$ cat src/design/bwr_pkg.sv
// Shared types, constants and the control program of the windowed busy ratio monitor.
package bwr_pkg;

  localparam int RING_DEPTH_DEF      = 64;
  localparam int RATIO_FRAC_BITS_DEF = 16;

  localparam int TIME_W   = 64;
  localparam int WINDOW_W = 40;
  localparam int STATUS_W = 2;
  localparam int PC_W     = 4;

  localparam logic [WINDOW_W-1:0] WINDOW_RESET = 40'd1000000000;

  localparam logic [STATUS_W-1:0] ST_MEASURED  = 2'd0;
  localparam logic [STATUS_W-1:0] ST_FEW       = 2'd1;
  localparam logic [STATUS_W-1:0] ST_WALL_ZERO = 2'd2;

  localparam logic [PC_W-1:0] PC_IDLE      = 4'd0;
  localparam logic [PC_W-1:0] PC_FILL      = 4'd1;
  localparam logic [PC_W-1:0] PC_READ      = 4'd2;
  localparam logic [PC_W-1:0] PC_WALK      = 4'd3;
  localparam logic [PC_W-1:0] PC_ZERO      = 4'd4;
  localparam logic [PC_W-1:0] PC_CLAMP     = 4'd5;
  localparam logic [PC_W-1:0] PC_DIV       = 4'd6;
  localparam logic [PC_W-1:0] PC_EMIT_QUOT = 4'd7;
  localparam logic [PC_W-1:0] PC_EMIT_ONE  = 4'd8;
  localparam logic [PC_W-1:0] PC_EMIT_FEW  = 4'd9;
  localparam logic [PC_W-1:0] PC_EMIT_ZERO = 4'd10;

  typedef enum logic [3:0] {
    U_NOP,
    U_ACCEPT,
    U_LOAD_ADV,
    U_DIV_INIT,
    U_DIV_STEP,
    U_EMIT_QUOT,
    U_EMIT_ONE,
    U_EMIT_FEW,
    U_EMIT_ZERO
  } uop_t;

  typedef enum logic [2:0] {
    C_NEVER,
    C_ALWAYS,
    C_NO_IN,
    C_FEW,
    C_WALK_MORE,
    C_WALL_ZERO,
    C_BUSY_GE,
    C_DIV_MORE
  } cond_t;

  typedef struct packed {
    uop_t            op;
    cond_t           cond;
    logic [PC_W-1:0] target;
    logic            take;
    logic            wait_out;
  } ctrl_t;

  typedef struct packed {
    logic few;
    logic walk_more;
    logic wall_zero;
    logic busy_ge;
    logic div_more;
  } dp_flags_t;

  // Control store: one word per step, jumps taken when the condition holds.
  function automatic ctrl_t ucode(input logic [PC_W-1:0] pc);
    ctrl_t w;
    w = '{op: U_NOP, cond: C_NEVER, target: PC_IDLE, take: 1'b0, wait_out: 1'b0};
    unique case (pc)
      PC_IDLE: begin
        w.op     = U_ACCEPT;
        w.cond   = C_NO_IN;
        w.target = PC_IDLE;
        w.take   = 1'b1;
      end
      PC_FILL: begin
        w.cond   = C_FEW;
        w.target = PC_EMIT_FEW;
      end
      PC_READ: begin
        w.cond = C_NEVER;
      end
      PC_WALK: begin
        w.op     = U_LOAD_ADV;
        w.cond   = C_WALK_MORE;
        w.target = PC_READ;
      end
      PC_ZERO: begin
        w.cond   = C_WALL_ZERO;
        w.target = PC_EMIT_ZERO;
      end
      PC_CLAMP: begin
        w.op     = U_DIV_INIT;
        w.cond   = C_BUSY_GE;
        w.target = PC_EMIT_ONE;
      end
      PC_DIV: begin
        w.op     = U_DIV_STEP;
        w.cond   = C_DIV_MORE;
        w.target = PC_DIV;
      end
      PC_EMIT_QUOT: begin
        w.op       = U_EMIT_QUOT;
        w.cond     = C_ALWAYS;
        w.wait_out = 1'b1;
      end
      PC_EMIT_ONE: begin
        w.op       = U_EMIT_ONE;
        w.cond     = C_ALWAYS;
        w.wait_out = 1'b1;
      end
      PC_EMIT_FEW: begin
        w.op       = U_EMIT_FEW;
        w.cond     = C_ALWAYS;
        w.wait_out = 1'b1;
      end
      PC_EMIT_ZERO: begin
        w.op       = U_EMIT_ZERO;
        w.cond     = C_ALWAYS;
        w.wait_out = 1'b1;
      end
      default: begin
        w.cond = C_ALWAYS;
      end
    endcase
    return w;
  endfunction

endpackage

$ cat src/design/bwr_seq.sv
// Microcode sequencer: step counter, control store and conditional jumps.
module bwr_seq
  import bwr_pkg::*;
(
  input  logic      clk,
  input  logic      rst,
  input  dp_flags_t flags,
  input  logic      in_valid,
  input  logic      out_busy,
  output ctrl_t     ctrl,
  output logic      go
);

  logic [PC_W-1:0] pc;
  logic [PC_W-1:0] pc_next;
  logic            stall;
  logic            taken;

  always_ff @(posedge clk) begin
    if (rst) begin
      pc <= PC_IDLE;
    end else begin
      pc <= pc_next;
    end
  end

  always_comb begin
    ctrl  = ucode(pc);
    stall = ctrl.wait_out && out_busy;
    unique case (ctrl.cond)
      C_NEVER:     taken = 1'b0;
      C_ALWAYS:    taken = 1'b1;
      C_NO_IN:     taken = !in_valid;
      C_FEW:       taken = flags.few;
      C_WALK_MORE: taken = flags.walk_more;
      C_WALL_ZERO: taken = flags.wall_zero;
      C_BUSY_GE:   taken = flags.busy_ge;
      C_DIV_MORE:  taken = flags.div_more;
      default:     taken = 1'b0;
    endcase
    go = !stall && !(ctrl.op == U_ACCEPT && !in_valid);
    priority if (stall) begin
      pc_next = pc;
    end else if (taken) begin
      pc_next = ctrl.target;
    end else begin
      pc_next = pc + PC_W'(1);
    end
  end

  a_pc_in_program: assert property (@(posedge clk) disable iff (rst)
    pc <= PC_EMIT_ZERO)
    else $error("step counter left the program");

endmodule

$ cat config.mk
export PLATFORM = sky130hd
export DESIGN_NAME = bwr_seq
export DESIGN_NICKNAME = d
export VERILOG_FILES = /design/src/design/bwr_pkg.sv /design/src/design/bwr_seq.sv
export SDC_FILE = /design/constraint.sdc
export NUM_CORES = 1
export LEC_CHECK = 0
export BUFFER_PORTS_ARGS = -buffer_cell sky130_fd_sc_hd__buf_2
export CORE_UTILIZATION = 50
export CTS_CLUSTER_SIZE = 20
export DETAILED_ROUTE_END_ITERATION = 10
export PLACE_DENSITY_LB_ADDON = 0.08
export SETUP_SLACK_MARGIN = 0.15
export SYNTH_ARGS = -nofsm -noshare
export SYNTH_HDL_FRONTEND = slang
export SYNTH_SLANG_ARGS = --single-unit
export TNS_END_PERCENT = 30
$ cat constraint.sdc
create_clock -name clk -period 4.9 [get_ports clk]
set_input_delay 0.49 -clock clk [delete_from_list [all_inputs] [get_ports clk]]
set_output_delay 0.49 -clock clk [all_outputs]
set_load 0.005 [all_outputs]
Word level (Yosys, flattened, before mapping)
Index checks and enable logic that the tools add are counted.

operators by class
  muxes and demuxes = 7
  reduce and logical (&&, ||, !) cells = 9
  shifts and indexed selects = 0
  bitwise gates (word level) = 0
  order comparisons = 0
  div/mod/pow operators = 0
  eq/ne operators = 18
  add/sub/neg operators = 1
  multiply operators = 0

operator list
  cell                                                  number
  case mux 4 bit (8 select lines)                       1
  case mux 3 bit (7 select lines)                       1
  case mux 4 bit (5 select lines)                       1
  equality test 4 x 3 -> 1 bit (second input constant)  4
  equality test 3 bit (second input constant)           4
  equality test 4 bit (second input constant)           3
  equality test 4 x 1 -> 1 bit (second input constant)  2
  equality test 4 x 2 -> 1 bit (second input constant)  2
  case mux 1 bit (8 select lines)                       1
  equality test 3 x 2 -> 1 bit (second input constant)  2
  adder 4 x 1 -> 4 bit (second input constant)          1
  logical NOT 4 bit                                     1
  two-way mux 4 bit                                     1
  OR reduction 4 bit                                    1
  equality test 3 x 1 -> 1 bit (second input constant)  1
  logical AND 1 bit                                     3
  logical NOT 1 bit                                     3
  logical NOT 3 bit                                     1
  two-way mux 1 bit                                     2

word-level totals
  memory bits (writable) = 0
  flip-flop bits (word level) = 4
  input port bits = 9
  bits in read-only memories = 0
  latch bits = 0
  logic and storage cells = 36
  output and inout bits = 14
  memories = 0

Longest topological paths before layout
  word-level depth = 6
  depth in mapped cells = 9

Worst setup path after synthesis
No wires, ideal clock.

  path type = register -> output
  start point = register pc[0]
  end point = output go
  arrival time = 1560 ps
  buffers on the path = 0
  path slack = 2850 ps
  stages on the path, launching flop included = 7
  cells stage by stage = dfxtp_1 -> inv_1 -> ha_1 -> and2_1 -> o31a_1 -> nor4b_1 -> nor2_1

between the ends
  word-level cells in the longest chain between the ends = 6

RTL lines
  what                                                                          line                          text
  start: declaration                                                            bwr_seq.sv:14                 logic [PC_W-1:0] pc;
  start signal: assignment                                                      bwr_seq.sv:23                 pc <= pc_next;
  equality test 4 bit, or another cell as far along                             bwr_pkg.sv:73                 unique case (pc)
  case mux 4 bit (8 select lines) / OR reduction 4 bit (equally long branches)  --
  equality test 4 x 1 -> 1 bit / two-way mux 1 bit (equally long branches)      bwr_seq.sv:41, bwr_pkg.sv:73
  logical AND 1 bit (on tied branches)                                          bwr_seq.sv:41, bwr_seq.sv:29
  logical NOT 1 bit                                                             bwr_seq.sv:41                 go = !stall && !(ctrl.op == U_ACCEPT && !in_valid);
  logical AND 1 bit (*)                                                         bwr_seq.sv:41
  end: declaration                                                              bwr_seq.sv:11                 output logic go

Mark *: on every way between the ends. The rest lies on a longest branch, timed or not.

Worst setup path in the final report
Ends and elaborated chain as after synthesis.

==> results.toml <==
[critical_path]
regToRegEndpoint = "pc[2]"
startpoint = "pc[0]"
worstSetupPathType = "flip-flop to primary output"
regToRegSetupSlack_ps = 2530
endpoint = "go"
cp_max_fo = 11
critPathLaunchType = "flip-flop"
worstPathRequired_ps = 4410
reg2reg_depth = 7
end_kind = "primary output"
cp.arrival_ps = 2190
r2r-start = "pc[0]"

[die]
dieArea_um2 = 1724
placementRows = 13
fp.dieH_um = 41.52
top_level_ports = 23
coreArea_um2 = 1383
fp.dieW_um = 41.52
start_util_pct = 56.47

[synth]
synth_top_area_share_pct = 10.26
ys_seq_area_share_pct = 10.26
synth_area_per_cell_um2 = 7.730
yosys-top-cells-area = "dfxtp_1 10%, ha_1 6.4%, buf_6 5.8%, nor3_1 5.1%, a211oi_1 4.8%"
syn-num-nets = 114
synth_edf_count = 0
yosys-top-cells-count = "8 x inv_1, 8 x nor3_1, 7 x nor2_1, 6 x o21ai_0"
synthDistinctLibCells = 36
synth_top_cell_by_area = "dfxtp_1"
synth_area_um2 = 780.7
synthFlopType = "dfxtp_1"
async_reset_ff_share_pct = 0
synthCells = 101
yosys_register_bits = 4
yosysWarnings = 0

[clocking]
cts_resized = 0
htree_levels = 1
clock_latency_ps = 240
clk_pin_slew_ps = 40
hold_buffers = 0
postCtsSetupBuffers = 0
cts_tree = "built"
clock-sinks = 4
clockBufferDepth = 2
root_buffer = "clkbuf_4"
cts_buffers = 3

[layout]
nNetsFinal = 133
fin_util_pct = 62.71
fill_cells = 144
top_regs = "pc (4)"
diodes = 0
regMostFlops = "pc"
largest_reg_flops = 4
syn_to_final_growth_pct = 11.06
drive_gt1_share_pct = 28.81

[grt]
grt_usage_pct = 23.50
grt-ovfl-total = 0
antenna_found_initial = 0
grt_pass1_vias = 769
grt_max_degree = 28
grt_pass1_wl_um = 3291

[pwr]
p_int_uw = 235.4
p_clk_share_pct = 8.8
p_sw_share_pct = 52.28
leakagePower_nw = 0.3926
totalPowerFinal_uw = 493.4
switchingPower_uw = 258.0
power_frac_comb_pct = 74.9
p_seq_share_pct = 16.3
power_density_nw_per_um2 = 569.0
vdd_ir_drop_max_mv = 0.3743

[timing]
period_minus_slack_ps = 2685
finalClockSkew_ps = 0.7039
max_freq_mhz = 372.5
post-route-period-util_pct = 54.79
hold_ws_ps = 460.0
slew_viol_final = 0
setup_viol = 0
fin_tns_setup_ps = 0
hold_viol = 0
worst_slew_pin_slew_ps = 850.2
rsz0062_at_grt = "false"
max_slew_margin_pct = 43.24

[placed_design]
io_buffers = 22
gp_routability_congestion = 0.8038
dp_hpwl_um = 1430

[detailed_routing]
post_drt_via_cell_ratio = 6.120
wirelength_um = 1935
drc = 0
firstDrtPassIters = 5
drt-initial-drc-count = 20
antenna_left = 0
wl_per_cell_um = 14.55
via_count = 814

[outcome]
status = "finished, final reports clean"

[hold_path]
min_path_type = "input pin to flip-flop"
worstHoldStart = "rst"

[job]
cap_violations = 0
cell type report:
type / instances / area, um2 / share of cell area (%)
inverters: 8 / 30.03 / 3.463
multi-input cells: 81 / 605.6 / 69.84
well taps: 15 / 18.77 / 2.165
clock buffers: 3 / 22.52 / 2.597
flip-flops and latches: 4 / 80.08 / 9.235
repair buffers: 22 / 110.1 / 12.70
cells by family after synthesis:
| family | share of synthesized area (%) |
|---|---|
| adders and majority gates | 6.411 |
| AOI/OAI and AO/OA | 34.78 |
| and+or+nand+nor | 30.77 |
| muxes | 4.487 |
| buffers and inverters | 12.18 |
| DFF | 10.26 |
| xor gates and xnor gates | 1.122 |
worst max-delay path, cell delays in order, from the launching register on:
cell and delay [ps]:
dfxtp_1 420, ha_1 460, inv_1 230, a221oi_1 350
nor4b_1 280, nor2_1 70, buf_2 140
metal layers:
metal / vias to the layer above / track usage, % / part of all wire [%]
li1: 413 / - / -
met1: 375 / 30.53 / 49
met2: 21 / 38.75 / 46
met3: 5 / 3.043 / 3.0
met4: 0 / 9.677 / 1.9
met5: - / 0 / 0
cells in the final DEF (no fill, tap or decap), types with 2 or more instances in the layout:
master / instances
a211oi_1: 5
a211oi_2: 2
a21o_1: 3
a21oi_1: 5
a32o_2: 2
and2_1: 2
buf_2: 22
clkbuf_4: 3
dfxtp_1: 4
ha_1: 4
inv_1: 8
nand2_1: 4
nand2b_1: 3
nand3_1: 4
nor2_1: 7
nor2b_1: 2
nor3_1: 8
nor4b_1: 2
o21ai_0: 6
o31a_1: 2
o31ai_1: 3
or3_1: 3
stage by stage:
| stage | instance area, um2 | instances | setup WS (ps) |
|---|---|---|---|
| final | 867.1 | 133 | 2215 |
| after global routing | 867.1 | 133 | 1965 |
| after CTS | 867.1 | 133 | 2223 |
| after detailed placement | 844.6 | 130 | 2511 |
| after global placement | 844.6 | 130 | 2532 |
| after floorplan | 780.7 | 101 | 2850 |
power groups by stage:
stage | Sequential, mW | Combinational [mW] | Clock, mW
2_1_floorplan | 0.0519 | 0.314 | 0
5_1_grt | 0.0844 | 0.407 | 0.0453
3_5_place_dp | 0.0802 | 0.365 | 0
6_report | 0.0804 | 0.370 | 0.0435
3_3_place_gp | 0.0790 | 0.357 | 0
4_1_cts | 0.0796 | 0.369 | 0.0437
worst min path at each step:
stage                 end  slack [ps]  depth (start not counted)
global placement    pc[1]         560                          2
detailed placement  pc[1]         570                          2
CTS                 pc[3]         450                          2
floorplan           pc[1]         520                          2
global route        pc[3]         450                          2
finish              pc[3]         460                          2
(Power assumes the default switching activity.)
